[src/sv/ssps_pkg.sv]
// Shared constants, register codes and controller/datapath interface types.
`default_nettype none
package ssps_pkg;

	localparam int TIME_WIDTH   = 32;
	localparam int PERIOD_WIDTH = 24;
	localparam int SLOW_W       = 24;
	localparam int WEIGHT_W     = 8;
	localparam int CFG_W        = 24;
	localparam int CFG_IDX_W    = 2;
	localparam int STAGE_W      = 3;
	localparam int PHASE_W      = 3;
	// 3 * (up + down) fits in weight width + 3 bits
	localparam int DIVISOR_W    = WEIGHT_W + 3;
	localparam int WAIT_W       = PERIOD_WIDTH + WEIGHT_W;
	localparam int LIMIT_CMP_W  = (PERIOD_WIDTH > SLOW_W) ? PERIOD_WIDTH : SLOW_W;
	localparam int ELAPSED_CMP_W = (TIME_WIDTH > WAIT_W) ? TIME_WIDTH : WAIT_W;
	localparam int CNT_W        = $clog2(PERIOD_WIDTH);

	localparam logic [SLOW_W-1:0]   SLOW_RESET   = SLOW_W'(1000000);
	localparam logic [WEIGHT_W-1:0] WEIGHT_RESET = WEIGHT_W'(1);

	localparam logic [CFG_IDX_W-1:0] REG_SLOW_LIMIT  = 2'd0;
	localparam logic [CFG_IDX_W-1:0] REG_UP_WEIGHT   = 2'd1;
	localparam logic [CFG_IDX_W-1:0] REG_DOWN_WEIGHT = 2'd2;

	typedef struct packed {
		logic load_in;
		logic check;
		logic div_step;
		logic mul;
		logic commit;
		logic slow_commit;
		logic out_load;
	} ssps_cmd_t;

	typedef struct packed {
		logic slow;
		logic div_last;
	} ssps_sts_t;

endpackage
`default_nettype wire

[src/sv/six_step_phase_sequencer_unit.sv]
// Top level of the six-step phase sequencer: controller plus datapath.
//
// Channel  | Direction | Handshake          | Payload
// ---------+-----------+--------------------+--------------------------------------------
// in       | input     | in_valid/in_stall  | timestamp[31:0], rot_period[23:0]
// out      | output    | out_valid/out_stall| phase_a, phase_b, phase_c, stage_now, advanced
// cfg      | input     | cfg_we             | cfg_index[1:0], cfg_data[23:0]
//
// One input transaction at a time: accept, limit check, a restoring divide
// (one quotient bit per cycle), multiply, compare, then output load.
// A slow tick skips the divide, multiply and compare. The output register
// frees the input side: a new tick is taken while the last result waits on
// out_stall; out_stall only holds the block in the output-load step. Reset
// clears stage, phases and last time and sets the config to its defaults.
`default_nettype none
module six_step_phase_sequencer_unit
	import ssps_pkg::*;
(
	input  wire logic                    clk,
	input  wire logic                    arst_n,
	// configuration write port
	input  wire logic                    cfg_we,
	input  wire logic [CFG_IDX_W-1:0]    cfg_index,
	input  wire logic [CFG_W-1:0]        cfg_data,
	// tick transactions in
	input  wire logic                    in_valid,
	output logic                         in_stall,
	input  wire logic [TIME_WIDTH-1:0]   timestamp,
	input  wire logic [PERIOD_WIDTH-1:0] rot_period,
	// result transactions out
	output logic                         out_valid,
	input  wire logic                    out_stall,
	output logic                         phase_a,
	output logic                         phase_b,
	output logic                         phase_c,
	output logic [STAGE_W-1:0]           stage_now,
	output logic                         advanced
);

	ssps_cmd_t cmd;
	ssps_sts_t sts;

	// sequencing: one state per step of the tick
	ssps_ctrl u_ctrl (
		.clk       (clk),
		.arst_n    (arst_n),
		.in_valid  (in_valid),
		.in_stall  (in_stall),
		.out_valid (out_valid),
		.out_stall (out_stall),
		.sts       (sts),
		.cmd       (cmd)
	);

	// arithmetic, sequence state and the output register
	ssps_dp u_dp (
		.clk        (clk),
		.arst_n     (arst_n),
		.cfg_we     (cfg_we),
		.cfg_index  (cfg_index),
		.cfg_data   (cfg_data),
		.timestamp  (timestamp),
		.rot_period (rot_period),
		.cmd        (cmd),
		.sts        (sts),
		.phase_a    (phase_a),
		.phase_b    (phase_b),
		.phase_c    (phase_c),
		.stage_now  (stage_now),
		.advanced   (advanced)
	);

endmodule
`default_nettype wire

[src/sv/ssps_ctrl.sv]
// Sequencing state machine: accept, check, divide, multiply, compare, output.
`default_nettype none
module ssps_ctrl
	import ssps_pkg::*;
(
	input  wire logic      clk,
	input  wire logic      arst_n,
	input  wire logic      in_valid,
	output logic           in_stall,
	output logic           out_valid,
	input  wire logic      out_stall,
	input  wire ssps_sts_t sts,
	output ssps_cmd_t      cmd
);

	typedef enum logic [5:0] {
		S_IDLE  = 6'b000001,
		S_CHECK = 6'b000010,
		S_DIV   = 6'b000100,
		S_MUL   = 6'b001000,
		S_CMP   = 6'b010000,
		S_OUT   = 6'b100000
	} state_t;

	state_t state_q, state_d;
	logic   out_valid_q;
	logic   out_free;

	assign in_stall  = (state_q != S_IDLE);
	assign out_valid = out_valid_q;
	assign out_free  = !out_valid_q || !out_stall;

	always_comb begin
		state_d = state_q;
		cmd     = '0;
		case (state_q)
			S_IDLE: begin
				if (in_valid) begin
					cmd.load_in = 1'b1;
					state_d     = S_CHECK;
				end
			end
			S_CHECK: begin
				cmd.check = 1'b1;
				if (sts.slow) begin
					cmd.slow_commit = 1'b1;
					state_d         = S_OUT;
				end else begin
					state_d = S_DIV;
				end
			end
			S_DIV: begin
				cmd.div_step = 1'b1;
				if (sts.div_last) begin
					state_d = S_MUL;
				end
			end
			S_MUL: begin
				cmd.mul = 1'b1;
				state_d = S_CMP;
			end
			S_CMP: begin
				cmd.commit = 1'b1;
				state_d    = S_OUT;
			end
			S_OUT: begin
				if (out_free) begin
					cmd.out_load = 1'b1;
					state_d      = S_IDLE;
				end
			end
			default: begin
				state_d = S_IDLE;
			end
		endcase
	end

	always_ff @(posedge clk or negedge arst_n) begin
		if (!arst_n) begin
			state_q     <= S_IDLE;
			out_valid_q <= 1'b0;
		end else begin
			state_q <= state_d;
			if (cmd.out_load) begin
				out_valid_q <= 1'b1;
			end else if (!out_stall) begin
				out_valid_q <= 1'b0;
			end
		end
	end

endmodule
`default_nettype wire

[src/sv/ssps_dp.sv]
// Datapath: config registers, restoring divider, wait multiply, stage state, output register.
`default_nettype none
module ssps_dp
	import ssps_pkg::*;
(
	input  wire logic                    clk,
	input  wire logic                    arst_n,
	input  wire logic                    cfg_we,
	input  wire logic [CFG_IDX_W-1:0]    cfg_index,
	input  wire logic [CFG_W-1:0]        cfg_data,
	input  wire logic [TIME_WIDTH-1:0]   timestamp,
	input  wire logic [PERIOD_WIDTH-1:0] rot_period,
	input  wire ssps_cmd_t               cmd,
	output ssps_sts_t                    sts,
	output logic                         phase_a,
	output logic                         phase_b,
	output logic                         phase_c,
	output logic [STAGE_W-1:0]           stage_now,
	output logic                         advanced
);

	localparam logic [STAGE_W-1:0] ST_C_OFF = 3'd0;
	localparam logic [STAGE_W-1:0] ST_A_ON  = 3'd1;
	localparam logic [STAGE_W-1:0] ST_A_OFF = 3'd2;
	localparam logic [STAGE_W-1:0] ST_B_ON  = 3'd3;
	localparam logic [STAGE_W-1:0] ST_B_OFF = 3'd4;
	localparam logic [STAGE_W-1:0] ST_C_ON  = 3'd5;

	logic [SLOW_W-1:0]       slow_q;
	logic [WEIGHT_W-1:0]     up_q, down_q;
	logic [TIME_WIDTH-1:0]   ts_q, last_q, elapsed_q;
	logic [PERIOD_WIDTH-1:0] rot_q, quo_q;
	logic [DIVISOR_W-1:0]    divisor_q, rem_q;
	logic [CNT_W-1:0]        cnt_q;
	logic [WAIT_W-1:0]       wait_q;
	logic [STAGE_W-1:0]      stage_q, stage_out_q;
	logic [PHASE_W-1:0]      phase_q, phase_out_q;
	logic                    adv_q, adv_out_q;

	logic [DIVISOR_W:0]      shifted;
	logic [DIVISOR_W+1:0]    trial;
	logic [PERIOD_WIDTH-1:0] slice;
	logic [WEIGHT_W-1:0]     weight;
	logic [DIVISOR_W-1:0]    divisor_d;
	logic                    go;
	logic [PHASE_W-1:0]      phase_next;
	logic [STAGE_W-1:0]      stage_next;

	// 3 * (up + down)
	assign divisor_d = (DIVISOR_W'(up_q) + DIVISOR_W'(down_q)) * DIVISOR_W'(3);

	assign shifted = {rem_q, quo_q[PERIOD_WIDTH-1]};
	assign trial   = {1'b0, shifted} - {2'b00, divisor_q};

	assign sts.slow     = LIMIT_CMP_W'(rot_q) > LIMIT_CMP_W'(slow_q);
	assign sts.div_last = (cnt_q == CNT_W'(PERIOD_WIDTH - 1));

	assign slice  = (divisor_q == '0) ? '0 : quo_q;
	assign weight = stage_q[0] ? up_q : down_q;
	assign go     = ELAPSED_CMP_W'(elapsed_q) > ELAPSED_CMP_W'(wait_q);

	always_comb begin
		phase_next = phase_q;
		stage_next = stage_q + STAGE_W'(1);
		case (stage_q)
			ST_C_OFF: phase_next[2] = 1'b0;
			ST_A_ON:  phase_next[0] = 1'b1;
			ST_A_OFF: phase_next[0] = 1'b0;
			ST_B_ON:  phase_next[1] = 1'b1;
			ST_B_OFF: phase_next[1] = 1'b0;
			ST_C_ON: begin
				phase_next[2] = 1'b1;
				stage_next    = ST_C_OFF;
			end
			default: begin
				phase_next[2] = 1'b1;
				stage_next    = ST_C_OFF;
			end
		endcase
	end

	always_ff @(posedge clk or negedge arst_n) begin
		if (!arst_n) begin
			slow_q  <= SLOW_RESET;
			up_q    <= WEIGHT_RESET;
			down_q  <= WEIGHT_RESET;
			last_q  <= '0;
			stage_q <= ST_C_OFF;
			phase_q <= '0;
		end else begin
			if (cfg_we) begin
				case (cfg_index)
					REG_SLOW_LIMIT:  slow_q <= cfg_data[SLOW_W-1:0];
					REG_UP_WEIGHT:   up_q   <= cfg_data[WEIGHT_W-1:0];
					REG_DOWN_WEIGHT: down_q <= cfg_data[WEIGHT_W-1:0];
					default: ;
				endcase
			end
			if (cmd.slow_commit) begin
				last_q <= ts_q;
			end
			if (cmd.commit && go) begin
				last_q  <= ts_q;
				stage_q <= stage_next;
				phase_q <= phase_next;
			end
		end
	end

	always_ff @(posedge clk) begin
		if (cmd.load_in) begin
			ts_q      <= timestamp;
			rot_q     <= rot_period;
			quo_q     <= rot_period;
			rem_q     <= '0;
			cnt_q     <= '0;
			divisor_q <= divisor_d;
		end
		if (cmd.check) begin
			elapsed_q <= ts_q - last_q;
		end
		if (cmd.div_step) begin
			cnt_q <= cnt_q + CNT_W'(1);
			if (!trial[DIVISOR_W+1]) begin
				rem_q <= trial[DIVISOR_W-1:0];
				quo_q <= {quo_q[PERIOD_WIDTH-2:0], 1'b1};
			end else begin
				rem_q <= shifted[DIVISOR_W-1:0];
				quo_q <= {quo_q[PERIOD_WIDTH-2:0], 1'b0};
			end
		end
		if (cmd.mul) begin
			wait_q <= WAIT_W'(slice) * WAIT_W'(weight);
		end
		if (cmd.slow_commit) begin
			adv_q <= 1'b0;
		end
		if (cmd.commit) begin
			adv_q <= go;
		end
		if (cmd.out_load) begin
			phase_out_q <= phase_q;
			stage_out_q <= stage_q;
			adv_out_q   <= adv_q;
		end
	end

	assign phase_a   = phase_out_q[0];
	assign phase_b   = phase_out_q[1];
	assign phase_c   = phase_out_q[2];
	assign stage_now = stage_out_q;
	assign advanced  = adv_out_q;

endmodule
`default_nettype wire

[config.mk]
export PLATFORM = sky130hd
export DESIGN_NAME = six_step_phase_sequencer_unit
export DESIGN_NICKNAME = d
export VERILOG_FILES = /design/src/sv/ssps_pkg.sv /design/src/sv/six_step_phase_sequencer_unit.sv /design/src/sv/ssps_ctrl.sv /design/src/sv/ssps_dp.sv
export SDC_FILE = /design/constraint.sdc
export NUM_CORES = 1
export LEC_CHECK = 0
export ABC_AREA = 1
export ABC_CLOCK_PERIOD_IN_PS = 5300
export BUFFER_PORTS_ARGS = -buffer_cell sky130_fd_sc_hd__buf_2
export CAP_MARGIN = 30
export CORE_MARGIN = 10
export CORE_UTILIZATION = 46
export CTS_CLUSTER_DIAMETER = 100
export DETAILED_ROUTE_END_ITERATION = 12
export PLACE_DENSITY = 0.69
export SYNTH_ARGS = -nofsm -noshare
export SYNTH_HDL_FRONTEND = slang
export SYNTH_SLANG_ARGS = --single-unit
[constraint.sdc]
create_clock -name clk -period 5.3 [get_ports clk]
set_clock_uncertainty 0.2 [all_clocks]
set_input_delay 1.59 -clock clk [delete_from_list [all_inputs] [get_ports clk]]
set_output_delay 1.59 -clock clk [all_outputs]
set_load 0.03 [all_outputs]
==> results.md <==
- Outcome: finished, final reports clean
- Maxcap violations: 0
- Worst-Margin Slew: just over 900 ps
- Flops & latches, synth: ~260
- Yosys warns: 0
- DRC viols: 0
- Reg-to-Reg Start: u_dp.divisor_q[4]
- DP Worst Slack: -280 ps
- DR vias: around 17k
- DR iter-0 viols: roughly 1.2k
- Die Area: approximately 53000 um2
- CTS tree: built
- Slew Limit Fails: 0
- Data required, critical path: 5400 ps
- Post-synth cell types: 46
- Relative slew slack: 0.368
- Grt ovf: 0
- RSZ-0062 raised after global routing: true
- Largest net degree at the start of global routing: 70
- Post-route ant nets: 0
- Detailed placement HPWL: between 40000 and 50000 um
- Critical path cell sequence: nor3_2 > inv_1 > nor4_4 > buf_4 > buf_8 > nor2_2 > inv_2 > nor2_2 > fa_1 > fa_1 > fa_1 > inv_1 > fa_1 > inv_2 > ha_4 > nand2_4 > inv_4 > nand2_4 > nor3_4 > nand4_1 > nand3_4 > nand2_2 > nand4_1 > nand2_1
- I/O Buffers: 95
- Fillcell total: around 3.9k
- Post-synth design cell area: a little over 20000 um2
- Total CTS buffers: 29
- Final period util: 0.987
- Seq/Total Area, Yosys: 0.373
- Cells after synthesis: between 2k and 2.5k
- Root buffer cell: clkbuf_16
- Die width: approximately 230 um
- Drt pass-1 iters: 5
- Syn Nets: between 2k and 3k
- Main synth FF type: edfxtp_1
- Crit path time final: about 5200 ps
- Clock latency reported for the late side of the worst-skew pair: approximately 560 ps
- First-pass GRT wire length: between 80000 and 90000 um
- Final setup fails: 0
- GP Congestion: ~0.95
- Slowest Stage Delay on Critical Path: roughly 540 ps
- GRT Total Usage: 0.201
- Crit path launch type: flip-flop
- Ant diodes: 0
- WS Path Type: flip-flop to flip-flop
- Routed WL: roughly 54000 um
- Starting density of the core: 0.467
- Critical path peak fanout: 6
- Layout area overhead: 21.0%
- Worst min-delay path startpoint: u_dp.phase_q[2]
- Number of global-route vias before repair: 16.7k
- EDFF count, synth: ~180
- Worst-path clk slew: 60 ps
- Synth async-reset ratio: 0.322
- Rows: 76
- CP dominant cell by count: fa_1
- Die Ht: about 230 um
- FMAX: about 190 MHz
- Num Clock Sinks: about 260
- Final net count: between 2k and 3k
- Crit path from: u_dp.divisor_q[4]
- Most common cell after layout, fill and taps aside: nand2_1
- Reg2Reg Setup Slack: 70 ps
- Setup ws final: between 60 and 70 ps
- Final Hold Vio Count: 0
- Post-synthesis average cell area: 8.66 um2
- H-tree levels: 1
- Most frequent cells in the layout: nand2_1 (444), inv_1 (376), nor2_1 (262)
- Clk buf depth: 3
- Slowest CP cell: fa_1
- Avg Vias per Cell: 5.18
- I/O pins: between 90 and 100
- Wirelength per Cell: around 17 um
- Worst Hold Class: flip-flop to flip-flop
- Share of layout cells above drive strength 1: 0.199
- Crit path capture type: flip-flop
- Initial antenna violation count: 1
- Core area: about 43000 um2
- Arr. time, crit path: around 5300 ps
cell families after synthesis:
logic type	after synthesis	share of synthesized area
AOI/OAI and AO/OA	301	0.0804
xor gates and xnor gates	62	0.0270
DFF	264	0.373
adders and majority gates	309	0.243
and+or+nand+nor	937	0.190
buffers and inverters	453	0.0871
worst max-delay path, delay by kind of cell, from the launching register on:
kind	cells	cell delay [ps]
flip-flops	1	420
buffers and inverters	7	680
adder cells (fa/ha/maj)	5	2410
AND/OR/NAND/NOR	12	1260
stage by stage:
step | hold WS [ps] | TNS, ps | std cells | instance area [um2] | utilization
2_1_floorplan | 200 | 0 | 2326 | 20100 | -
3_3_place_gp | 238 | -2070 | 3109 | 22300 | 0.516
3_5_place_dp | 222 | -3270 | 3109 | 22300 | 0.516
4_1_cts | 266 | -68.6 | 3177 | 23800 | 0.551
5_1_grt | 276 | -2400 | 3192 | 24400 | 0.565
6_report | 260 | 0 | 3192 | 24400 | 0.565
cell type report:
type	instances	area, um2	share of cell area
clock buffers	40	837	0.0343
clock inverters	13	106	0.00436
inverters	418	1580	0.0649
multi-input cells	1609	11800	0.484
flip-flops and latches	264	7520	0.308
well taps	585	732	0.0300
repair buffers	263	1810	0.0743
metal layers:
metal	GRT usage	up-vias	share of wire
met3	0.0271	63	0.063
li1	-	7973	-
met2	0.314	509	0.44
met1	0.292	7974	0.48
met4	0.0412	0	0.018
met5	0	-	0
cells in the mapped netlist, types with 2 or more instances:
library cell	instances	area, um2
inv_2	13	48.8
nand2_2	2	12.5
nand3b_1	2	15.0
or2_2	2	12.5
buf_6	5	56.3
dfstp_2	10	263
dfrtp_1	75	1880
and3_1	2	12.5
xnor2_1	16	140
nand3_2	2	20.0
nand3_1	98	490
a31oi_1	4	25.0
o21ai_0	105	526
xor2_1	46	403
nor3_1	24	120
nand4_1	19	119
a21boi_0	5	37.5
inv_1	402	1510
buf_2	8	40.0
fa_1	136	2720
nor2_1	290	1090
a21o_1	13	97.6
o21a_1	4	30.0
nor4_1	4	25.0
a21oi_1	142	711
buf_4	2	15.0
edfxtp_1	179	5380
o21bai_1	11	82.6
buf_1	4	15.0
o21ai_2	2	17.5
nand2_1	486	1820
ha_1	173	2160
o21ai_1	9	45.0
clkbuf_1	16	60.1
clkinv_1	3	11.3
nor4_4	2	42.5
worst paths after layout:
kind / end / cells after the start
max: u_dp.wait_q[27] / 24
min: u_dp.phase_out_q[2] / 0
max reg2reg: u_dp.wait_q[27] / 24
min reg2reg: u_dp.phase_out_q[2] / 0
max in group asynchronous: u_dp.slow_q[14] / 2
min in group asynchronous: u_dp.last_q[12] / 1
state kept, by name (all words and copies together), names as in the netlist, 6 cells and up:
register        count
u_ctrl.state_q      6
u_dp.divisor_q     11
u_dp.down_q         8
u_dp.elapsed_q     32
u_dp.last_q        32
u_dp.quo_q         24
u_dp.rem_q         11
u_dp.rot_q         24
u_dp.slow_q        24
u_dp.ts_q          32
u_dp.up_q           8
u_dp.wait_q        32
what timing repair did:
action / CTS / global route
hold endpoints to repair: 0 / 0
hold buffers: 0 / 0
gates cloned: 1 / 0
pin swaps: 35 / 93
setup endpoints to repair: 21 / 25
gates resized for setup: 104 / 144
setup buffers: 15 / 14
Power is left out: the tool's default activity adds up to more than one toggle a clock period on the data nets, which glitch-free logic cannot reach.
